File: src/rtl/sac_pkg.sv
// Shared types and constants for the set-associative cache with prefetch.
// Used by the controller, the datapath and the top level; no dependencies.
`timescale 1ns / 1ps

package sac_pkg;

	// Configuration port geometry and register indexes.
	localparam int CFG_IDX_W  = 3;
	localparam int CFG_DATA_W = 4;

	localparam logic [CFG_IDX_W-1:0] REG_REPLACEMENT_LRU = 3'd0;
	localparam logic [CFG_IDX_W-1:0] REG_SET_BITS        = 3'd1;
	localparam logic [CFG_IDX_W-1:0] REG_WAY_COUNT       = 3'd2;
	localparam logic [CFG_IDX_W-1:0] REG_BLOCK_BITS      = 3'd3;
	localparam logic [CFG_IDX_W-1:0] REG_PREFETCH_COUNT  = 3'd4;

	// Controller states.
	typedef enum logic [2:0] {
		ST_IDLE,
		ST_READ,
		ST_LOAD,
		ST_SCAN,
		ST_UPDATE,
		ST_NEXT,
		ST_DONE
	} state_t;

	// Commands from the controller to the datapath.
	typedef struct packed {
		logic start;
		logic load;
		logic scan;
		logic update;
		logic advance;
	} cmd_t;

	// Status from the datapath to the controller.
	typedef struct packed {
		logic last_way;
		logic stop;
	} status_t;

endpackage

File: src/rtl/sac_ctrl.sv
// Controller state machine for the cache: sequences read, way scan, update and prefetch.
// Depends on sac_pkg.
`timescale 1ns / 1ps

module sac_ctrl (
	input  logic             clk,
	input  logic             arst_n,
	input  logic             start,
	input  sac_pkg::status_t status,
	output sac_pkg::cmd_t    cmd,
	output logic             busy,
	output logic             done
);

	import sac_pkg::*;

	state_t state_q, state_next;

	// State register.
	always_ff @(posedge clk or negedge arst_n) begin
		if (!arst_n) begin
			state_q <= ST_IDLE;
		end else begin
			state_q <= state_next;
		end
	end

	// Next-state logic.
	always_comb begin
		state_next = state_q;
		unique case (state_q)
			ST_IDLE:   if (start) state_next = ST_READ;
			ST_READ:   state_next = ST_LOAD;
			ST_LOAD:   state_next = ST_SCAN;
			ST_SCAN:   if (status.last_way) state_next = ST_UPDATE;
			ST_UPDATE: state_next = status.stop ? ST_DONE : ST_NEXT;
			ST_NEXT:   state_next = ST_READ;
			ST_DONE:   state_next = ST_IDLE;
			default:   state_next = ST_IDLE;
		endcase
	end

	// Output decode.
	always_comb begin
		cmd  = '0;
		busy = 1'b1;
		done = 1'b0;
		unique case (state_q)
			ST_IDLE: begin
				busy      = 1'b0;
				cmd.start = start;
			end
			ST_READ:   ;
			ST_LOAD:   cmd.load = 1'b1;
			ST_SCAN:   cmd.scan = 1'b1;
			ST_UPDATE: cmd.update = 1'b1;
			ST_NEXT:   cmd.advance = 1'b1;
			ST_DONE:   done = 1'b1;
			default:   ;
		endcase
	end

endmodule

File: config.mk
export PLATFORM = sky130hd
export DESIGN_NAME = sac_ctrl
export DESIGN_NICKNAME = d
export VERILOG_FILES = /design/src/rtl/sac_pkg.sv /design/src/rtl/sac_ctrl.sv
export SDC_FILE = /design/constraint.sdc
export NUM_CORES = 1
export LEC_CHECK = 0
export BUFFER_PORTS_ARGS = -buffer_cell sky130_fd_sc_hd__buf_2
export CAP_MARGIN = 20
export CORE_AREA = 3 3 40 42
export DETAILED_ROUTE_END_ITERATION = 7
export DIE_AREA = 0 0 43 45
export HOLD_SLACK_MARGIN = 0.15
export SYNTH_ARGS = -nofsm -noshare
export SYNTH_HDL_FRONTEND = slang
export SYNTH_SLANG_ARGS = --single-unit
File: constraint.sdc
create_clock -name clk -period 1.3 [get_ports clk]
set_input_delay 0.065 -clock clk [delete_from_list [all_inputs] [get_ports clk]]
set_output_delay 0.065 -clock clk [all_outputs]
set_load 0.02 [all_outputs]
==> flow_metrics.tcl <==
set metrics [dict create \
    outcome "complete, no violations" \
    path_class "reg2out" \
    drtIter0Drc 1 \
    ys_seq_elements 3 \
    gp_congestion 0.6539 \
    end_kind "primary output" \
    use_met1_pct 7.022 \
    drive_gt1_share_pct 60.00 \
    cts_root_buffer "clkbuf_4" \
    met2_usage_pct 10.48 \
    ff2ff_path_depth 3 \
    clk_path_buf_depth 2 \
    numPortBuffers 11 \
    antenna_found_initial 0 \
    tns_ns 0 \
    synthAdderAreaFrac_pct 0 \
    worst_slew_pin_slew_ns 0.1826 \
    power.density_mw_per_mm2 2362 \
    design.die.area_mm2 0.001935 \
    yosys.area_share.simple_pct 40.91 \
    ys_seq_area_share_pct 30.30 \
    ys_async_sr_fraction_pct 100.0 \
    dp_hpwl_um 383.7 \
    ant_nets 0 \
    syn_area_um2 247.7 \
    cts_tree "yes" \
    rsz0062_at_grt "yes" \
    first_pass_iters 3 \
    grt_pass1_vias 250 \
    final_net_count 51 \
    cp.arrival_ns 1.21 \
    largest_reg_flops 3 \
    worst-path-max-fanout 2 \
    synth_cell_types 17 \
    wl_um 547 \
    fillers 136 \
    core_mm2 0.001285 \
    maxCapViolCount 0 \
    start_kind "register" \
    boundaryPins 12 \
    clock-sinks 3 \
    peakVddDrop_v 0.0005822 \
    dp.cells 50 \
    start_util_pct 19.28 \
    finalCritPeriodShare_pct 97.88 \
    grt_pass1_wl_um 945 \
    synth_edf_count 0 \
    avgSynthCellArea_um2 9.910 \
    finish.instance_area_um2 410.4 \
    stdcell_count 60 \
    post-place-ws_ns 0.1696 \
    synthMuxAreaShare_pct 0 \
    cts_made_buffers 3 \
    grt_max_degree 12 \
    die_y_um 45 \
    grt.total_usage_pct 7.339 \
    htree_levels 1 \
    fin_util_pct 31.94 \
    required_ns 1.24 \
    vias 252 \
    reg_top3 "state_q: 3 flops" \
    top_usage_layer "met2" \
    die_w_um 43 \
    synth_top_family_by_area "simple AND/OR/NAND/NOR gates" \
    clock_latency_ns 0.23 \
    synth_ff_type "dfrtp_1" \
    period_minus_slack_ns 1.272 \
    clk_pin_slew_worst_paths_ns 0.04 \
    max_freq_ghz 0.7859 \
    report.final.slew_viol_count 0 \
    n_antenna_cell 0 \
    area_growth_pct 65.66 \
    power_leakage_nw 0.2107 \
    grt-ovfl-total 0 \
    synthCells 25 \
    setup_viol_count_final 0 \
    synth-xor-area-share_pct 0 \
    placed_area_um2 306.5 \
    yosys_warnings 0 \
    min_path_type "in2async" \
    grtUsageMet3_pct 3.586 \
    fin_worst_skew_ns 0.001122 \
    rows 13 \
    viasPerCell 4.200 \
    syn-num-nets 30 \
    synth_compound_area_share_pct 15.15 \
    post_drt_wl_per_cell_um 9.117 \
    regMostFlops "state_q" \
    max_slew_margin_pct 87.72 \
    fin_ws_ns 0.02757 \
    drc_errors 0 \
    hold_violations 0 \
]
[layer usage]
metal / wire, µm / share of wire, % / vias up
met5: 0 / 0 / -
met4: 26 / 4.8 / 0
met3: 40 / 7.3 / 4
met2: 254 / 46 / 10
met1: 225 / 41 / 110
li1: - / - / 128
[synth_stat cells, types with 2 or more instances]
master	number	area, µm²
dfrtp_1	3	75.07
nor2_1	3	11.26
a21o_1	2	15.01
and3b_2	2	20.02
buf_6	2	22.52
nor3b_1	2	15.01
[cells in the final DEF, fill, tap and decap left out]
cell           count
buf_2             10
dlygate4sd3_1      4
buf_4              4
nor2_1             3
clkbuf_4           3
nor3b_2            2
and3b_2            2
a21o_1             2
dfrtp_1            2
or3_4              1
nand2_1            1
inv_1              1
nor2_4             1
nand2b_1           1
and3b_1            1
a221oi_2           1
and3_2             1
nand4bb_1          1
o31ai_1            1
clkbuf_1           1
buf_6              1
dfrtp_2            1
[repair_timing]
action	in CTS	in global routing
hold buffers	4	0
setup endpoints to repair	3	3
gates resized for setup	3	3
hold endpoints to repair	6	0
buffers inserted	1	1
[critical path, stage by stage (launching register included)]
cell	delay, ns
dfrtp_1	0.37
or3_4	0.40
nor2_4	0.09
buf_6	0.11
[per-stage QoR]
step                      power (mW)  hold slack (ns)
after floorplan               0.6384          -0.2306
after global placement        0.7146          -0.1383
after CTS                     0.9391           0.1611
final                         0.9692           0.1699
after detailed placement      0.7211          -0.1379
after global routing           1.049           0.1729
[final timing paths]
path | start | to | slack, ns
max in group asynchronous | arst_n | state_q[2] | 1.02
hold reg to reg | state_q[2] | state_q[1] | 0.61
setup / recovery | state_q[1] | cmd[4] | 0.03
min in group clk | state_q[2] | state_q[1] | 0.61
hold / removal | arst_n | state_q[0] | 0.17
setup reg to reg | state_q[1] | state_q[2] | 0.25
[where the power goes]
| part | switching, mW | internal, mW |
|---|---|---|
| registers | 0.0273 | 0.144 |
| logic | 0.323 | 0.310 |
| clock network | 0.0499 | 0.115 |
| total | 0.400 | 0.569 |
[logic make-up (layout without fill, tap and decap cells)]
group	count (synthesis)	after routing
flip-flops	3	3
AO/OA/AOI/OAI	4	4
buffers and inverters	4	24
AND/OR/NAND/NOR	14	14
[cell type report]
cell class	instances	area [µm²]	area share, %
clock buffer	4	26.28	6.402
timing repair buffer	19	131.4	32.01
sequential	3	76.32	18.60
multi-input combinational	18	153.9	37.50
tap	15	18.77	4.573
inverter	1	3.754	0.9146
Note: power is estimated with default switching activity, not from simulation.
